### config.mk
export PLATFORM = sky130hd
export DESIGN_NAME = ir_pulse_width_capture
export DESIGN_NICKNAME = d
export VERILOG_FILES = /design/src/rtl/core/irpw_pkg.sv /design/src/rtl/core/irpw_regs.sv /design/src/rtl/core/irpw_step.sv /design/src/rtl/core/irpw_outbuf.sv /design/src/rtl/core/ir_pulse_width_capture.sv
export SDC_FILE = /design/constraint.sdc
export NUM_CORES = 1
export LEC_CHECK = 0
export BUFFER_PORTS_ARGS = -buffer_cell sky130_fd_sc_hd__buf_4
export CAP_MARGIN = 15
export CELL_PAD_IN_SITES_DETAIL_PLACEMENT = 1
export CELL_PAD_IN_SITES_GLOBAL_PLACEMENT = 2
export CORE_MARGIN = 2
export CORE_UTILIZATION = 37
export CTS_BUF_LIST = sky130_fd_sc_hd__clkbuf_8 sky130_fd_sc_hd__clkbuf_16
export CTS_CLUSTER_SIZE = 16
export DETAILED_ROUTE_END_ITERATION = 7
export HOLD_SLACK_MARGIN = 0.12
export PLACE_DENSITY_LB_ADDON = 0.1
export SETUP_SLACK_MARGIN = 0.1
export SLEW_MARGIN = 30
export SYNTH_ARGS = -nofsm -noshare
export SYNTH_HDL_FRONTEND = slang
export SYNTH_HIERARCHICAL = 1
export SYNTH_SLANG_ARGS = --single-unit
### constraint.sdc
create_clock -name clk_i -period 3.84 [get_ports clk_i]
set_input_delay 0.768 -clock clk_i [delete_from_list [all_inputs] [get_ports clk_i]]
set_output_delay 0.768 -clock clk_i [all_outputs]
set_load 0.005 [all_outputs]
### src/rtl/core/irpw_pkg.sv
// shared types and constants for the infrared pulse-width capture block
// no dependencies; imported by every module under rtl/core

package irpw_pkg;

  // widths of the result fields and of the frame length
  localparam int unsigned DurWidth   = 16;
  localparam int unsigned IndexWidth = 7;
  localparam int unsigned PairsWidth = 8;

  // frame length clamp; the pair index is seven bits, so 128 is the ceiling
  localparam logic [PairsWidth-1:0] MaxPairs = 8'd128;

  // register reset values
  localparam logic [15:0]           MinFirstLowRst    = 16'd250;
  localparam logic [PairsWidth-1:0] PulsesPerFrameRst = 8'd114;

  // register indexes on the apb port
  localparam logic RegMinFirstLow    = 1'b0;
  localparam logic RegPulsesPerFrame = 1'b1;

  // result status codes
  typedef enum logic [1:0] {
    StPulse    = 2'd0,
    StComplete = 2'd1,
    StReject   = 2'd2
  } status_e;

  // configuration seen by the measuring logic
  typedef struct packed {
    logic [15:0]           min_first_low;
    logic [PairsWidth-1:0] pulses_per_frame;
  } cfg_t;

  // one result request
  typedef struct packed {
    logic [DurWidth-1:0]   duration;
    logic                  polarity;
    logic [IndexWidth-1:0] pulse_index;
    status_e               status;
    logic                  last;
  } result_t;

endpackage

### src/rtl/core/irpw_regs.sv
// apb register file: min_first_low and pulses_per_frame
// depends on irpw_pkg

module irpw_regs
  import irpw_pkg::*;
(
  input  logic        clk_i,
  input  logic        rst_ni,
  input  logic        psel,
  input  logic        penable,
  input  logic        pwrite,
  input  logic [2:0]  paddr,
  input  logic [31:0] pwdata,
  output logic [31:0] prdata,
  output logic        pready,
  output cfg_t        cfg_o
);

  logic [15:0]           min_first_low_q;
  logic [PairsWidth-1:0] pulses_per_frame_q;
  logic                  wr_en;
  logic                  reg_sel;

  assign pready  = 1'b1;
  assign reg_sel = paddr[2];
  assign wr_en   = psel && penable && pwrite;

  // register writes
  always_ff @(posedge clk_i or negedge rst_ni) begin
    if (!rst_ni) begin
      min_first_low_q    <= MinFirstLowRst;
      pulses_per_frame_q <= PulsesPerFrameRst;
    end else if (wr_en) begin
      if (reg_sel == RegMinFirstLow) begin
        min_first_low_q <= pwdata[15:0];
      end else begin
        pulses_per_frame_q <= pwdata[PairsWidth-1:0];
      end
    end
  end

  // read mux
  always_comb begin
    if (reg_sel == RegPulsesPerFrame) begin
      prdata = {{(32-PairsWidth){1'b0}}, pulses_per_frame_q};
    end else begin
      prdata = {16'd0, min_first_low_q};
    end
  end

  assign cfg_o.min_first_low    = min_first_low_q;
  assign cfg_o.pulses_per_frame = pulses_per_frame_q;

endmodule

### src/rtl/core/irpw_step.sv
// pulse measuring state machine: one level sample per accepted request
// depends on irpw_pkg; produces at most one result request per sample

module irpw_step
  import irpw_pkg::*;
#(
  parameter int unsigned COUNT_WIDTH = 16
) (
  input  logic    clk_i,
  input  logic    rst_ni,
  input  logic    take_i,
  input  logic    level_i,
  input  cfg_t    cfg_i,
  output logic    res_valid_o,
  output result_t res_o
);

  localparam int unsigned CmpWidth = (COUNT_WIDTH > DurWidth) ? COUNT_WIDTH : DurWidth;

  typedef enum logic [1:0] {
    PhIdle = 2'd0,
    PhLow  = 2'd1,
    PhHigh = 2'd2
  } phase_e;

  phase_e                phase_q, phase_d;
  logic [COUNT_WIDTH-1:0] tick_q, tick_d;
  logic [IndexWidth-1:0]  pair_q, pair_d;

  logic [CmpWidth-1:0]    tick_ext;
  logic [DurWidth-1:0]    dur_sat;
  logic [COUNT_WIDTH-1:0] tick_inc;
  logic [PairsWidth-1:0]  frame_pairs;
  logic                   short_first;
  logic                   frame_done;

  // saturating count and clamped duration
  assign tick_ext = CmpWidth'(tick_q);
  assign dur_sat  = (tick_ext > CmpWidth'({DurWidth{1'b1}})) ? {DurWidth{1'b1}}
                                                              : tick_ext[DurWidth-1:0];
  assign tick_inc = (tick_q == {COUNT_WIDTH{1'b1}}) ? tick_q
                                                     : tick_q + COUNT_WIDTH'(1);

  // frame length clamped to one..MaxPairs
  always_comb begin
    if (cfg_i.pulses_per_frame == '0) begin
      frame_pairs = PairsWidth'(1);
    end else if (cfg_i.pulses_per_frame > MaxPairs) begin
      frame_pairs = MaxPairs;
    end else begin
      frame_pairs = cfg_i.pulses_per_frame;
    end
  end

  assign short_first = (pair_q == '0) && (tick_ext < CmpWidth'(cfg_i.min_first_low));
  assign frame_done  = ({1'b0, pair_q} + PairsWidth'(1)) >= frame_pairs;

  // next state and result
  always_comb begin
    phase_d     = phase_q;
    tick_d      = tick_q;
    pair_d      = pair_q;
    res_valid_o = 1'b0;
    res_o.duration    = dur_sat;
    res_o.polarity    = 1'b0;
    res_o.pulse_index = pair_q;
    res_o.status      = StPulse;
    res_o.last        = 1'b0;
    if (take_i) begin
      case (phase_q)
        PhLow: begin
          if (!level_i) begin
            tick_d = tick_inc;
          end else begin
            res_valid_o = 1'b1;
            if (short_first) begin
              res_o.status = StReject;
              res_o.last   = 1'b1;
              phase_d      = PhIdle;
            end else if (frame_done) begin
              res_o.status = StComplete;
              res_o.last   = 1'b1;
              phase_d      = PhIdle;
            end else begin
              phase_d = PhHigh;
              tick_d  = COUNT_WIDTH'(1);
            end
          end
        end
        PhHigh: begin
          if (level_i) begin
            tick_d = tick_inc;
          end else begin
            res_valid_o    = 1'b1;
            res_o.polarity = 1'b1;
            pair_d         = pair_q + IndexWidth'(1);
            phase_d        = PhLow;
            tick_d         = COUNT_WIDTH'(1);
          end
        end
        default: begin
          // idle, and the unused code behaves the same
          phase_d = PhIdle;
          if (!level_i) begin
            phase_d = PhLow;
            tick_d  = COUNT_WIDTH'(1);
            pair_d  = '0;
          end
        end
      endcase
    end
  end

  // state registers
  always_ff @(posedge clk_i or negedge rst_ni) begin
    if (!rst_ni) begin
      phase_q <= PhIdle;
      tick_q  <= '0;
      pair_q  <= '0;
    end else begin
      phase_q <= phase_d;
      tick_q  <= tick_d;
      pair_q  <= pair_d;
    end
  end

endmodule

### src/rtl/core/irpw_outbuf.sv
// result register with a skid stage, which holds one more result while the output stalls
// depends on irpw_pkg

module irpw_outbuf
  import irpw_pkg::*;
(
  input  logic    clk_i,
  input  logic    rst_ni,
  input  logic    push_i,
  input  result_t data_i,
  output logic    full_o,
  output logic    out_valid_o,
  input  logic    out_stall_i,
  output result_t out_o
);

  logic    out_v_q, skid_v_q;
  result_t out_q, skid_q;
  logic    out_free;

  assign out_free    = !out_v_q || !out_stall_i;
  assign out_valid_o = out_v_q;
  assign out_o       = out_q;
  assign full_o      = skid_v_q;

  // control: output slot and skid slot
  always_ff @(posedge clk_i or negedge rst_ni) begin
    if (!rst_ni) begin
      out_v_q  <= 1'b0;
      skid_v_q <= 1'b0;
    end else if (out_free) begin
      out_v_q  <= skid_v_q || push_i;
      skid_v_q <= 1'b0;
    end else if (push_i) begin
      skid_v_q <= 1'b1;
    end
  end

  // payload
  always_ff @(posedge clk_i) begin
    if (out_free) begin
      out_q <= skid_v_q ? skid_q : data_i;
    end else if (push_i) begin
      skid_q <= data_i;
    end
  end

endmodule

### src/rtl/core/ir_pulse_width_capture.sv
// infrared pulse-width capture, top level
// result path: the result is registered into the output slot, or into the skid slot while the output stalls
// throughput: one level sample per cycle; input stalls only when both result slots are full
// reset: registers to min_first_low 250 and pulses_per_frame 114, state machine idle
// depends on irpw_pkg, irpw_regs, irpw_step, irpw_outbuf

module ir_pulse_width_capture
  import irpw_pkg::*;
#(
  parameter int unsigned COUNT_WIDTH = 16
) (
  input  logic        clk_i,
  input  logic        rst_ni,
  // sample channel
  input  logic        in_valid_i,
  output logic        in_stall_o,
  input  logic        level_i,
  // result channel
  output logic        out_valid_o,
  input  logic        out_stall_i,
  output logic [15:0] duration_o,
  output logic        polarity_o,
  output logic [6:0]  pulse_index_o,
  output logic [1:0]  status_o,
  output logic        last_o,
  // register port
  input  logic        psel,
  input  logic        penable,
  input  logic        pwrite,
  input  logic [2:0]  paddr,
  input  logic [31:0] pwdata,
  output logic [31:0] prdata,
  output logic        pready
);

  cfg_t    cfg;
  logic    take;
  logic    res_valid;
  result_t res;
  result_t out_res;
  logic    buf_full;

  assign in_stall_o = buf_full;
  assign take       = in_valid_i && !buf_full;

  // configuration registers
  irpw_regs u_regs (
    .clk_i   (clk_i),
    .rst_ni  (rst_ni),
    .psel    (psel),
    .penable (penable),
    .pwrite  (pwrite),
    .paddr   (paddr),
    .pwdata  (pwdata),
    .prdata  (prdata),
    .pready  (pready),
    .cfg_o   (cfg)
  );

  // pulse measurement
  irpw_step #(
    .COUNT_WIDTH (COUNT_WIDTH)
  ) u_step (
    .clk_i       (clk_i),
    .rst_ni      (rst_ni),
    .take_i      (take),
    .level_i     (level_i),
    .cfg_i       (cfg),
    .res_valid_o (res_valid),
    .res_o       (res)
  );

  // result buffering
  irpw_outbuf u_outbuf (
    .clk_i       (clk_i),
    .rst_ni      (rst_ni),
    .push_i      (res_valid),
    .data_i      (res),
    .full_o      (buf_full),
    .out_valid_o (out_valid_o),
    .out_stall_i (out_stall_i),
    .out_o       (out_res)
  );

  assign duration_o    = out_res.duration;
  assign polarity_o    = out_res.polarity;
  assign pulse_index_o = out_res.pulse_index;
  assign status_o      = out_res.status;
  assign last_o        = out_res.last;

endmodule
Word-level counts from Yosys, hierarchy flattened
Index checks and enable logic that the tools add are counted.
{"block": "totals", "ram_bits": 0, "memories": 0, "reg_bits": 105, "latchBits": 0, "rom_bits": 0}
{"block": "op_classes", "n_mux": 34, "magnitude_cmp": 4, "div_mod_pow": 0, "n_shift": 0, "n_eq_ne": 8, "multipliers": 0, "bitwise": 4, "addsub": 3, "reduce_logical": 18}
{"cell": "16-bit 2-to-1 mux", "n": 8}
{"cell": "16-bit case mux with 2 select lines", "n": 1}
{"cell": "27-bit 2-to-1 mux", "n": 1}
{"cell": "16-bit by 1-bit adder with 16-bit output, second input constant", "n": 1}
{"cell": "16-bit == test, second input constant", "n": 1}
{"cell": "16-bit greater-than comparator, second input constant", "n": 1}
{"cell": "16-bit < comparator", "n": 1}
{"cell": "8-bit 2-to-1 mux", "n": 2}
{"cell": "7-bit 2-to-1 mux", "n": 2}
{"cell": "7-bit case mux with 2 select lines", "n": 1}
{"cell": "3-bit 2-to-1 mux", "n": 4}
{"cell": "2-bit 2-to-1 mux", "n": 5}
{"cell": "7-bit by 1-bit adder with 8-bit output, second input constant", "n": 1}
{"cell": "8-bit greater-or-equal comparator", "n": 1}
{"cell": "8-bit greater-than comparator, second input constant", "n": 1}
{"cell": "8-bit logical NOT", "n": 1}
{"cell": "1-bit 2-to-1 mux", "n": 8}
{"cell": "7-bit by 1-bit adder with 7-bit output, second input constant", "n": 1}
{"cell": "7-bit logical NOT", "n": 1}
{"cell": "3-bit inequality test, second input constant", "n": 2}
{"cell": "2-bit AND reduction", "n": 3}
{"cell": "3-bit AND reduction", "n": 2}
{"cell": "1-bit logical AND", "n": 4}
{"cell": "2-bit inequality test, second input constant", "n": 2}
{"cell": "10 further kinds", "n": 16}

Depth between registers and ports, before layout
{"block": "depth", "depth_word": 10, "ltp_mapped": 12, "depth_no_buf": 11}

Cells and area by module
The synthesis kept the hierarchy.
{"module": "irpw_step", "cells_per_inst": 272, "n_inst": 1, "area_each_um2": 2153.3}
{"module": "irpw_outbuf", "cells_per_inst": 90, "n_inst": 1, "area_each_um2": 2062.0}
{"module": "irpw_regs", "cells_per_inst": 88, "n_inst": 1, "area_each_um2": 1260.0}
{"module": "ir_pulse_width_capture", "cells_per_inst": 1, "n_inst": 1, "area_each_um2": 13.8}

Least setup slack after synthesis
No wires, ideal clock.
{"block": "synth_path", "path_kind": "register to register", "from": "register u_regs.pulses_per_frame_q[2]", "to": "register u_step.tick_q[3], in the netlist u_step/tick_ext[3]", "path_slack_ps": 1034, "t_arrival_ps": 2703, "stages_incl_launch_ff": 13, "period_less_slack_ps": 2806, "t_required_ps": 3737, "n_path_buf": 1, "setup_time_ps": 103, "cell_sequence": "dfrtp_1 nor4_1 a21oi_1 nor2_1 ha_1 nand2b_1 a21o_1 a211o_1 a21oi_1 a41oi_4 or2_0 buf_2 o41ai_2"}
{"block": "synth_between", "elab_chain_len": 6, "word_cells_on_any_way": 7, "classes_between": "order compare (2); eq/ne (1); mux (2); reduce/logical (2)"}
{"element": "start: declaration", "line": "irpw_regs.sv:20", "rtl": "logic [PairsWidth-1:0] pulses_per_frame_q;"}
{"element": "start signal: assignment", "line": "irpw_regs.sv:32", "rtl": "pulses_per_frame_q <= PulsesPerFrameRst;"}
{"element": "start signal: assignment", "line": "irpw_regs.sv:37", "rtl": "pulses_per_frame_q <= pwdata[PairsWidth-1:0];"}
{"element": "8-bit greater-than comparator", "line": "irpw_step.sv:48", "rtl": "end else if (cfg_i.pulses_per_frame > MaxPairs) begin"}
{"element": "8-bit 2-to-1 mux", "line": "irpw_step.sv:48"}
{"element": "8-bit 2-to-1 mux (*)", "line": "irpw_step.sv:46", "rtl": "if (cfg_i.pulses_per_frame == '0) begin"}
{"element": "8-bit greater-or-equal comparator (*)", "line": "irpw_step.sv:56", "rtl": "assign frame_done = ({1'b0, pair_q} + PairsWidth'(1)) >= frame_pairs;"}
{"element": "3-bit inequality test (no line) (*)"}
{"element": "4-bit AND reduction (no line) (*)"}
{"element": "end signal: assignment", "line": "irpw_step.sv:122", "rtl": "tick_q <= tick_d;"}
{"element": "end: declaration", "line": "irpw_step.sv:27", "rtl": "logic [COUNT_WIDTH-1:0] tick_q, tick_d;"}
Every way passes the cells marked *; elsewhere a longest branch is shown, timed or not.
A chain may end at the register's enable or synchronous reset.

Worst setup path in the final report
{"block": "layout_path", "from": "register u_step.pair_q[2]", "to": "register u_step.tick_q[3], in the netlist u_step/tick_ext[3]"}
{"block": "layout_between", "elab_chain_len": 4, "word_cells_on_any_way": 7, "classes_between": "add/sub (1); order compare (1); eq/ne (2); reduce/logical (3)"}
{"element": "start: declaration", "line": "irpw_step.sv:28", "rtl": "logic [IndexWidth-1:0] pair_q, pair_d;"}
{"element": "start signal: assignment", "line": "irpw_step.sv:123", "rtl": "pair_q <= pair_d;"}
{"element": "7-bit by 1-bit adder with 8-bit output / 7-bit logical NOT (equally long branches)", "line": "irpw_step.sv:56, irpw_step.sv:55"}
{"element": "8-bit greater-or-equal comparator / 1-bit logical AND (equally long branches)", "line": "irpw_step.sv:56, irpw_step.sv:55"}
{"element": "3-bit inequality test (no line)"}
{"element": "4-bit AND reduction (no line) (*)"}
Marked as above.

==> reports/metrics.cfg <==
[status]
status=completed

[floorplanning]
die_h_um=125.8
start_util_pct=37.77
die_area_um2=15830
core_area_um2=14530
fp-row-count=44
ios=105
die_w_um=125.8

[sta]
worst_pin_slew_ns=0.6957
finalSetupTns_ns=0
slew_violations=0
finalSetupViolCount=0
post-route-period-util_pct=79.40
fmax_mhz=328.0
maxSlewHeadroom_pct=53.62
min_period_ns=3.049
clock_skew_ns=0.009364
hold_viol=0
fin_ws_ns=0.7909
rsz0062_at_grt=false

[final_layout]
nFillCells=1542
seq_area_um2=2910
final_cell_mix=buf_4 (73), edfxtp_1 (54), mux2_2 (42)
fin_nets=587
antenna_cells=0
syn_to_final_growth_pct=16.80
layout_commonest_cell=buf_4
drive_gt1_share_pct=32.25
multi_input_area_um2=2311

[setup_path]
worstSetupStartpointType=flop
cp.arrival_ns=3.31
cp_data_required_time_ns=4.10
critPathLaunch=u_step/pair_q[2]
end_kind=flop
crit-reg2reg-launch=u_step/pair_q[2]
cp_max_fo=8
crit_type=reg2reg

[placement]
pre_cts_ws_ns=0.7886
portBuffers=69
dp_hpwl_mm=8.528
place_congestion=0.7425

[power_and_ir_drop]
p_per_area_nw_per_um2=434.4
ir_drop_mv=0.2076
leakage_nw=2.930
fin_total_pwr_mw=2.785

[synth]
ys_types=49
ys_dominant_reg_cell=edfxtp_1
synth_seq_area_share_pct=53.02
synth_area_um2=5489
async_flop_share_pct=48.57
ys_warn_count=6
synth_edf_count=54
synth_cells=451
yosys_register_bits=105
syn_avg_cell_area_um2=12.17

[clocking]
postCtsSetupRepairBufs=0
cts.sinks=105
clockRootBuffer=clkbuf_16
cts_made_buffers=9
htree_levels=3
postCtsHoldBufs=0
clk-insertion-delay-late_ns=0.35
clk_pin_slew_ns=0.07
cts-resized-gates=0
cts_tree=yes
cts.path.max_buffers=2

[worst_hold_path]
hp-class=in2async

[global_routing]
grt_max_degree=52
antenna_found_initial=0
grt_pass1_vias=3764
grt-ovfl-total=0
track_usage_pct=15.72
grt_first_pass_wirelength_mm=19.61

[drt]
drtIter0Drc=145
ant_nets=0
drt-total-wl_mm=11.69
drt_pass1_iterations=4
remaining_drc_errors=0
wl_per_cell_um=16.58
routed_via_density=5.105
via_count=3599

[flow_run]
max_cap_violations=0

worst max-delay path, stage by stage (launching register included):
cell and delay (ns):
dfrtp_1 0.51, nand3_1 0.22, nor2_1 0.28, and3_1 0.21, ha_1 0.24, a21oi_1 0.18
o21ai_0 0.11, a21oi_1 0.14, buf_4 0.17, a41oi_4 0.12, or2_0 0.44, o41ai_2 0.34
layout make-up:
class,count,area share [%]
Sequential cell,105,45.39
Multi-Input combinational cell,300,36.05
Clock inverter,7,1.327
Clock buffer,9,3.513
Timing Repair Buffer,73,8.548
Inverter,27,1.581
Tap cell,184,3.591
cells by family after synthesis:
group,count (synthesis),synth area share [%]
flip-flops,105,53.02
adder cells (fa/ha/maj),28,6.383
AND/OR/NAND/NOR,117,10.80
buffers and inverters,61,5.949
multiplexers,62,13.90
other,2,0.1368
AO/OA/AOI/OAI,72,9.164
XOR/XNOR,4,0.6384
through the flow:
stage                     hold WS, ns  utilization [%]  std cells  instance area [um^2]
after floorplan                0.4409                -        466                  5545
after global routing           0.5118            44.11        705                  6411
after global placement         0.4891            41.96        689                  6098
final                          0.4617            44.11        705                  6411
after CTS                      0.4853            44.11        705                  6411
after detailed placement       0.5168            41.98        689                  6101
synthesized netlist by cell type, types with 4 or more instances:
library cell	number	area share (%)
and3_1	6	0.68
nand4_1	4	0.46
o22a_1	7	1.1
nand3_1	13	1.2
a31oi_1	7	0.80
inv_1	27	1.8
nor3_1	9	0.82
edfxtp_1	54	30
nor2b_1	9	1.0
mux2_2	42	8.6
nor2_1	28	1.9
o31ai_1	7	0.96
clkbuf_1	10	0.68
a21o_1	4	0.55
ha_1	28	6.4
buf_4	17	2.3
nand2_1	32	2.2
mux2_4	18	4.9
a22o_1	4	0.64
o21ai_0	20	1.8
dfstp_2	10	4.8
dfrtp_1	41	19
a21oi_1	13	1.2
buf_6	4	0.82
power by group:
part	total, mW	internal (mW)	switching (mW)
registers	1.38	1.30	0.0731
clock network	0.958	0.518	0.439
logic	0.452	0.243	0.209
per-layer routing:
metal / vias to the layer above / routed length (um) / GRT usage (%) / part of all wire (%)
met1: 1770 / 5680 / 21.45 / 49
li1: 1734 / - / - / -
met4: 0 / 222 / 6.399 / 1.9
met3: 13 / 461 / 2.804 / 3.9
met2: 82 / 5326 / 24.93 / 46
met5: - / 0 / 0 / 0
sequential cells by signal, indices dropped and copies added, names as in the netlist:
signal,flops
u_outbuf/out_o,27
u_outbuf/skid_q,27
u_regs/min_first_low_q,16
u_step/tick_ext,16
u_regs/pulses_per_frame_q,8
u_step/pair_q,7
u_step/phase_q,2
u_outbuf/full_o,1
u_outbuf/out_valid_o,1
worst paths after layout:
path | endpoint | slack [ns] | depth (start not counted)
worst max-delay path | u_step/tick_ext[3] | 0.79 | 11
worst min-delay path | u_regs/pulses_per_frame_q[0] | 0.46 | 1
worst max register to register | u_step/tick_ext[3] | 0.79 | 11
worst min register to register | u_regs/min_first_low_q[10] | 0.53 | 1
max in group asynchronous | u_step/tick_ext[13] | 2.92 | 1
min in group clk_i | u_regs/min_first_low_q[10] | 0.53 | 1
No activity file was read; power rests on OpenSTA's default activity.
